File: config.mk
export PLATFORM = sky130hd
export DESIGN_NAME = ts_pid_payload_extractor_flat
export DESIGN_NICKNAME = d
export VERILOG_FILES = /design/src/tspe_pkg.sv /design/src/tspe_req_if.sv /design/src/tspe_rsp_if.sv /design/src/ts_pid_payload_extractor.sv /design/src/flat_wrapper.sv
export SDC_FILE = /design/constraint.sdc
export NUM_CORES = 1
export LEC_CHECK = 0
export ABC_CLOCK_PERIOD_IN_PS = 5340
export CORE_MARGIN = 5
export CORE_UTILIZATION = 30
export CTS_CLUSTER_DIAMETER = 200
export DETAILED_ROUTE_END_ITERATION = 6
export DONT_BUFFER_PORTS = 1
export SLEW_MARGIN = 10
export SYNTH_ARGS = -nofsm -noshare
export SYNTH_HDL_FRONTEND = slang
export SYNTH_SLANG_ARGS = --single-unit
File: constraint.sdc
create_clock -name clock -period 5.34 [get_ports clock]
set_input_delay 1.068 -clock clock [delete_from_list [all_inputs] [get_ports clock]]
set_output_delay 1.068 -clock clock [all_outputs]
set_load 0.005 [all_outputs]
File: src/tspe_pkg.sv
// shared types and constants for the transport stream payload extractor
// no dependencies

package tspe_pkg;

   // packet geometry
   localparam int unsigned PACKET_BYTES = 188;
   localparam int unsigned POS_W        = 8;
   localparam int unsigned PID_W        = 13;
   localparam int unsigned BYTE_W       = 8;
   localparam int unsigned PID_HI_W     = PID_W - BYTE_W;

   typedef logic [POS_W-1:0]  pos_type;
   typedef logic [PID_W-1:0]  pid_type;
   typedef logic [BYTE_W-1:0] byte_type;

   // header byte positions
   localparam pos_type POS_SYNC      = pos_type'(0);
   localparam pos_type POS_PID_HI    = pos_type'(1);
   localparam pos_type POS_PID_LO    = pos_type'(2);
   localparam pos_type POS_FLAGS     = pos_type'(3);
   localparam pos_type POS_ADAPT_LEN = pos_type'(4);
   localparam pos_type POS_LAST      = pos_type'(PACKET_BYTES - 1);
   localparam pos_type POS_NONE      = pos_type'(PACKET_BYTES);

   // payload offsets
   localparam pos_type HDR_BYTES       = pos_type'(4);
   localparam int unsigned ADAPT_BASE  = 5;

   // adaptation field control codes
   typedef enum logic [1:0] {
      AFC_RESERVED      = 2'd0,
      AFC_PAYLOAD_ONLY  = 2'd1,
      AFC_ADAPT_ONLY    = 2'd2,
      AFC_ADAPT_PAYLOAD = 2'd3
   } afc_type;

   localparam pid_type PID_RESET = pid_type'(2);

endpackage

File: src/tspe_req_if.sv
// input channel: one raw transport stream byte per transfer
// depends on tspe_pkg

interface tspe_req_if;
   import tspe_pkg::*;

   logic     valid;
   logic     ready;
   byte_type stream_byte;

   modport source (output valid, output stream_byte, input ready);
   modport sink   (input valid, input stream_byte, output ready);
endinterface

File: src/tspe_rsp_if.sv
// result channel: one payload byte with its last-of-packet mark per transfer
// depends on tspe_pkg

interface tspe_rsp_if;
   import tspe_pkg::*;

   logic     valid;
   logic     ready;
   byte_type payload_byte;
   logic     last_of_packet;

   modport source (output valid, output payload_byte, output last_of_packet, input ready);
   modport sink   (input valid, input payload_byte, input last_of_packet, output ready);
endinterface

File: src/ts_pid_payload_extractor.sv
// Payload extractor for one packet identifier of an aligned 188-byte transport stream.
// Depends on tspe_pkg, tspe_req_if and tspe_rsp_if.
//
// Bytes arrive one per transfer, the first byte after reset being byte 0 of a packet; the
// sync byte is not checked. Packets whose 13-bit identifier equals target_pid (csr_wr_data,
// reset 2, sampled when byte 2 is processed) pass their payload bytes on, the packet's final
// byte marked with last_of_packet. An adaptation field reaching to or past the packet end
// leaves no payload. The block takes one byte per cycle unless the result side stalls:
// a byte is held in an input register, classified by a short position/header compare,
// and then moves on into the result register; a stalled result holds back new input
// only once the input register is full as well. There is no clearing pass after reset.

module ts_pid_payload_extractor
   import tspe_pkg::*;
(
   input  logic          clock,
   input  logic          reset,
   tspe_req_if.sink      req_ch,
   tspe_rsp_if.source    rsp_ch,
   input  logic          csr_wr_en,
   input  pid_type       csr_wr_data
);

   // registers
   pid_type  target_pid_ff,  target_pid_in;
   logic     s1_valid_ff,    s1_valid_in;
   byte_type s1_byte_ff,     s1_byte_in;
   pos_type  pos_ff,         pos_in;
   logic [PID_HI_W-1:0] pid_hi_ff, pid_hi_in;
   logic     pid_match_ff,   pid_match_in;
   afc_type  afc_ff,         afc_in;
   pos_type  pstart_ff,      pstart_in;
   logic     rsp_valid_ff,   rsp_valid_in;
   byte_type rsp_byte_ff,    rsp_byte_in;
   logic     rsp_last_ff,    rsp_last_in;

   logic out_free;
   logic s1_adv;
   logic req_xfer;
   logic emit;
   logic [POS_W:0] adapt_end;

   assign out_free = !rsp_valid_ff || rsp_ch.ready;
   assign s1_adv   = s1_valid_ff && out_free;
   assign req_ch.ready = !s1_valid_ff || out_free;
   assign req_xfer = req_ch.valid && req_ch.ready;
   assign adapt_end = {1'b0, s1_byte_ff} + (POS_W+1)'(ADAPT_BASE);

   // header tracking and payload decision for the byte in the input register
   always_comb begin
      pos_in       = pos_ff;
      pid_hi_in    = pid_hi_ff;
      pid_match_in = pid_match_ff;
      afc_in       = afc_ff;
      pstart_in    = pstart_ff;
      if (s1_adv) begin
         unique case (pos_ff)
            POS_SYNC: begin
               pstart_in = POS_NONE;
            end
            POS_PID_HI: begin
               pid_hi_in = s1_byte_ff[PID_HI_W-1:0];
            end
            POS_PID_LO: begin
               pid_match_in = ({pid_hi_ff, s1_byte_ff} == target_pid_ff);
            end
            POS_FLAGS: begin
               afc_in    = afc_type'(s1_byte_ff[5:4]);
               pstart_in = (afc_type'(s1_byte_ff[5:4]) == AFC_PAYLOAD_ONLY) ? HDR_BYTES
                                                                             : POS_NONE;
            end
            POS_ADAPT_LEN: begin
               if (afc_ff == AFC_ADAPT_PAYLOAD) begin
                  pstart_in = (adapt_end > (POS_W+1)'(PACKET_BYTES)) ? POS_NONE
                                                                     : adapt_end[POS_W-1:0];
               end
            end
            default: begin
            end
         endcase
         pos_in = (pos_ff == POS_LAST) ? POS_SYNC : pos_ff + pos_type'(1);
      end
   end

   assign emit = pid_match_in && (pos_ff >= pstart_in);

   // input register
   always_comb begin
      s1_valid_in = s1_valid_ff;
      s1_byte_in  = s1_byte_ff;
      if (req_xfer) begin
         s1_valid_in = 1'b1;
         s1_byte_in  = req_ch.stream_byte;
      end else if (s1_adv) begin
         s1_valid_in = 1'b0;
      end
   end

   // result register
   always_comb begin
      rsp_valid_in = rsp_valid_ff;
      rsp_byte_in  = rsp_byte_ff;
      rsp_last_in  = rsp_last_ff;
      if (out_free) begin
         rsp_valid_in = s1_adv && emit;
         rsp_byte_in  = s1_byte_ff;
         rsp_last_in  = (pos_ff == POS_LAST);
      end
   end

   // configuration register
   assign target_pid_in = csr_wr_en ? csr_wr_data : target_pid_ff;

   // control state
   always_ff @(posedge clock) begin
      if (reset) begin
         target_pid_ff <= PID_RESET;
         s1_valid_ff   <= 1'b0;
         pos_ff        <= POS_SYNC;
         pid_hi_ff     <= '0;
         pid_match_ff  <= 1'b0;
         afc_ff        <= AFC_RESERVED;
         pstart_ff     <= POS_NONE;
         rsp_valid_ff  <= 1'b0;
      end else begin
         target_pid_ff <= target_pid_in;
         s1_valid_ff   <= s1_valid_in;
         pos_ff        <= pos_in;
         pid_hi_ff     <= pid_hi_in;
         pid_match_ff  <= pid_match_in;
         afc_ff        <= afc_in;
         pstart_ff     <= pstart_in;
         rsp_valid_ff  <= rsp_valid_in;
      end
   end

   // payload registers
   always_ff @(posedge clock) begin
      s1_byte_ff  <= s1_byte_in;
      rsp_byte_ff <= rsp_byte_in;
      rsp_last_ff <= rsp_last_in;
   end

   assign rsp_ch.valid          = rsp_valid_ff;
   assign rsp_ch.payload_byte   = rsp_byte_ff;
   assign rsp_ch.last_of_packet = rsp_last_ff;

   // checks
   a_pos_range: assert property (@(posedge clock) disable iff (reset)
      pos_ff < POS_NONE)
      else $error("byte position out of packet range");

   a_pstart_range: assert property (@(posedge clock) disable iff (reset)
      pstart_ff >= HDR_BYTES && pstart_ff <= POS_NONE)
      else $error("payload start out of range");

   a_emit_lands: assert property (@(posedge clock) disable iff (reset)
      s1_adv && emit |=> rsp_valid_ff)
      else $error("payload byte lost between stages");

   a_ready_when_empty: assert property (@(posedge clock) disable iff (reset)
      !s1_valid_ff |-> req_ch.ready)
      else $error("input stalled with empty input register");

endmodule

File: src/flat_wrapper.sv
// flat-port wrapper written by rule: the top's interface ports become plain ports
module ts_pid_payload_extractor_flat import tspe_pkg::*;
  (clock, reset, csr_wr_en, csr_wr_data, req_ch_valid, req_ch_stream_byte, req_ch_ready, rsp_ch_valid, rsp_ch_payload_byte, rsp_ch_last_of_packet, rsp_ch_ready);
  tspe_req_if req_ch_i ();
  tspe_rsp_if rsp_ch_i ();
  input  logic clock;
  input  logic reset;
  input  logic csr_wr_en;
  input  pid_type csr_wr_data;
  input wire logic [$bits(req_ch_i.valid)-1:0] req_ch_valid;
  input wire logic [$bits(req_ch_i.stream_byte)-1:0] req_ch_stream_byte;
  output wire logic [$bits(req_ch_i.ready)-1:0] req_ch_ready;
  output wire logic [$bits(rsp_ch_i.valid)-1:0] rsp_ch_valid;
  output wire logic [$bits(rsp_ch_i.payload_byte)-1:0] rsp_ch_payload_byte;
  output wire logic [$bits(rsp_ch_i.last_of_packet)-1:0] rsp_ch_last_of_packet;
  input wire logic [$bits(rsp_ch_i.ready)-1:0] rsp_ch_ready;
  assign req_ch_i.valid = req_ch_valid;
  assign req_ch_i.stream_byte = req_ch_stream_byte;
  assign req_ch_ready = req_ch_i.ready;
  assign rsp_ch_valid = rsp_ch_i.valid;
  assign rsp_ch_payload_byte = rsp_ch_i.payload_byte;
  assign rsp_ch_last_of_packet = rsp_ch_i.last_of_packet;
  assign rsp_ch_i.ready = rsp_ch_ready;
  ts_pid_payload_extractor u_core (.clock(clock), .reset(reset), .req_ch(req_ch_i), .rsp_ch(rsp_ch_i), .csr_wr_en(csr_wr_en), .csr_wr_data(csr_wr_data));
endmodule
==> results.py <==
metrics = {
    "floorplanning": {
        "die_w_um": 108,
        "ioPinCount": 37,
        "start_util_pct": 30.3,
        "dieArea_mm2": 0.0118,
        "num_rows": 36,
        "dieHeight_um": 108,
        "core_area_mm2": 0.00959,
    },
    "worst_setup_path": {
        "cpPeakStageDelay_ps": 630,
        "required_ps": 5520,
        "path_cells": "ha_1 > xor2_1 > a32oi_1 > o41ai_1 > a2111oi_0 > or2_1 > ha_1 > a2111o_1 > a31oi_1 > o21ai_0 > nand3_1 > o211ai_1",
        "slowest_stage": "o41ai_1",
        "worst-path-max-fanout": 9,
        "cp.arrival_ps": 3900,
        "crit_path_start_kind": "register",
        "end_kind": "register",
        "path_class": "register to register",
        "r2r-start": "u_core.s1_byte_ff[0]",
        "critPathMostFrequentCell": "ha_1",
        "cp-startpoint": "u_core.s1_byte_ff[0]",
    },
    "timing": {
        "fmax_mhz": 269,
        "relSlewSlack_pct": 49.2,
        "fin_tns_setup_ps": 0,
        "fin_crit_sh_pct": 69.6,
        "setup_viol": 0,
        "fin_crit_ps": 3710,
        "rsz0062_at_grt": "false",
        "finalMaxSlewViolations": 0,
        "finClkSkew_ps": 7.95,
        "tightest_slew_ps": 752,
        "finalHoldViolCount": 0,
    },
    "global_route": {
        "grt_use_total_pct": 11.8,
        "grt_pass1_wl_um": 10800,
        "grt_use_met2_pct": 20.3,
        "top_usage_layer": "met2",
        "grt_max_degree": 32,
        "grt_pass1_vias": 2151,
        "grtUsageMet1_pct": 14.6,
        "grt_antenna_before_repair": 0,
        "grt_use_met3_pct": 2.21,
        "gr-total-overflow": 0,
    },
    "cts": {
        "root_buffer": "clkbuf_8",
        "clkLatencyLatePin_ps": 310,
        "cts_tree": "yes",
        "holdBufCountCts": 0,
        "post-cts-setup-buffers": 0,
        "path_clk_slew_ps": 100,
        "clockBufferDepth": 2,
        "numCtsBuffers": 5,
        "cts_resized": 0,
        "cts_sinks": 56,
        "cts_max_level": 2,
    },
    "cells_and_area": {
        "layout-drive-gt1-share_pct": 6.69,
        "layout.cells.non_filler": 417,
        "fin_util_pct": 32.1,
        "layout_commonest_cell": "dfxtp_1",
        "final_nets": 323,
        "num_antenna_cells": 0,
        "fillers": 988,
        "syn2layout_area_growth_pct": 5.94,
        "final_cell_mix": "dfxtp_1 (39), nor2_1 (30), nand2_1 (21), edfxtp_1 (17), mux2i_1 (16)",
    },
    "drt": {
        "via_count": 2143,
        "viasPerCell": 5.14,
        "wl_per_cell_um": 15.8,
        "drtPass1Iterations": 4,
        "drt_iter0_drc": 122,
        "finalWirelength_um": 6600,
        "drt.antenna.violating_nets": 0,
        "remaining_drc_errors": 0,
    },
    "outcome": {
        "status": "finished, final reports clean",
    },
    "placement": {
        "gp_congestion": 0.840,
        "place_inst": 409,
        "portBuffers": 0,
        "hpwlAfterDp_um": 4930,
    },
    "yosys": {
        "synth_area_leaders": "dfxtp_1 (27%), edfxtp_1 (18%), ha_1 (6.0%)",
        "yosysWarningCount": 0,
        "synth.avg_cell_area_um2": 9.95,
        "synth_area_leader_cell": "dfxtp_1",
        "syn_inst": 292,
        "syn_nets": 332,
        "synth_area_mm2": 0.00291,
        "synth_top_area_share_pct": 26.9,
        "synth_edf_count": 17,
        "ys_ff_latch": 56,
        "ys.flop_type": "dfxtp_1",
        "yosysSeqAreaShare_pct": 44.4,
        "ys_types": 52,
        "synthArstFlopShare_pct": 0,
    },
    "pwr": {
        "pwr-share-clk_pct": 29.0,
        "power.switching_w": 0.000214,
        "power_w": 0.000806,
        "seqPwrFrac_pct": 60.3,
        "power.internal_w": 0.000592,
        "swShare_pct": 26.5,
        "power.leakage_nw": 1.14,
        "p_per_area_mw_per_mm2": 262,
        "ir_drop_mv": 0.104,
        "combPwrFrac_pct": 10.7,
    },
    "flow_run": {
        "max-cap-violations": 0,
    },
    "min_path": {
        "min_from": "u_core.pid_match_ff",
        "hp-class": "register to register",
    },
}
-- worst paths after layout --
kind	to	slack, ps	depth (start not counted)
worst min register to register	u_core.pid_match_ff	460	2
worst max register to register	u_core.rsp_ch.valid	1630	12
worst min-delay path	u_core.pid_match_ff	460	2
worst max-delay path	u_core.rsp_ch.valid	1630	12
-- layout make-up --
class | instances | area, um2 | area share, %
clock inverters | 2 | 16.3 | 0.528
well taps | 133 | 166 | 5.40
clock buffers | 6 | 72.6 | 2.36
flip-flops and latches | 56 | 1290 | 41.9
inverters | 6 | 22.5 | 0.731
multi-input cells | 214 | 1510 | 49.0
-- power groups by stage --
stage	Sequential (W)	Combinational, W	Clock [W]
2_1_floorplan	0.000480	0.0000854	0
3_3_place_gp	0.000496	0.0000850	0
3_5_place_dp	0.000496	0.0000865	0
4_1_cts	0.000486	0.0000873	0.000244
5_1_grt	0.000490	0.0000977	0.000260
6_report	0.000486	0.0000865	0.000234
-- sequential cells by signal (all words and copies together) (netlist names) --
name / count
u_core.pstart_ff: 8
u_core.rsp_ch.payload_byte: 8
u_core.s1_valid_ff: 1
u_core.pid_match_ff: 1
u_core.pos_ff: 8
u_core.target_pid_ff: 13
u_core.pid_hi_ff: 5
u_core.s1_byte_ff: 8
u_core.rsp_ch.valid: 1
u_core.rsp_ch.last_of_packet: 1
u_core.afc_ff: 2
-- metal layers --
| layer | wire length (um) | up-vias |
|---|---|---|
| met1 | 3070 | 1054 |
| li1 | - | 1039 |
| met3 | 224 | 6 |
| met5 | 0 | - |
| met4 | 94 | 0 |
| met2 | 3220 | 44 |
-- cells by family (layout without fill, tap and decap cells) --
logic type                 count (synthesis)  after routing  synth area share (%)
AOI/OAI and AO/OA                         53             53                  13.6
adders and majority gates                 14             14                  6.03
xor gates and xnor gates                  25             25                  7.53
buffers and inverters                     22             14                  3.62
DFF                                       56             56                  44.4
muxes                                     17             17                  5.90
and+or+nand+nor                          105            105                  18.9
-- cells in the mapped netlist (2+ instances only) --
cell type / count
a21oi_1: 13
and2_1: 5
nand4_1: 7
nand2b_1: 3
o22ai_1: 2
ha_1: 14
and3_1: 2
edfxtp_1: 17
xor2_1: 12
a32oi_1: 3
mux2i_1: 16
inv_1: 6
nor3_1: 3
o41ai_1: 2
a2111o_1: 3
xnor2_1: 13
clkbuf_1: 5
a2111oi_0: 3
buf_1: 4
o21ai_0: 6
dfxtp_1: 39
buf_2: 3
nand3b_1: 2
nor2b_1: 6
nand3_1: 15
buf_4: 3
nor3b_1: 2
a211oi_1: 4
o31ai_2: 2
a31oi_1: 4
nand2_1: 21
a21o_1: 2
and3_2: 2
nor2_1: 30
-- worst max-delay path, delay by kind of cell (launching register included) --
| family | cells | cell delay [ps] |
|---|---|---|
| flops | 1 | 590 |
| xor+xnor | 1 | 170 |
| compound gates | 7 | 1770 |
| simple gates | 2 | 350 |
| fa+ha+maj | 2 | 700 |
-- through the flow --
stage / setup slack (ps) / instance area [um2] / hold WS, ps
global route: 1380 / 3080 / 483
CTS: 1640 / 3080 / 460
global placement: 1430 / 2990 / 443
floorplan: 1830 / 2910 / 421
detailed placement: 1290 / 2990 / 444
finish: 1630 / 3080 / 457
(Power assumes the default switching activity.)
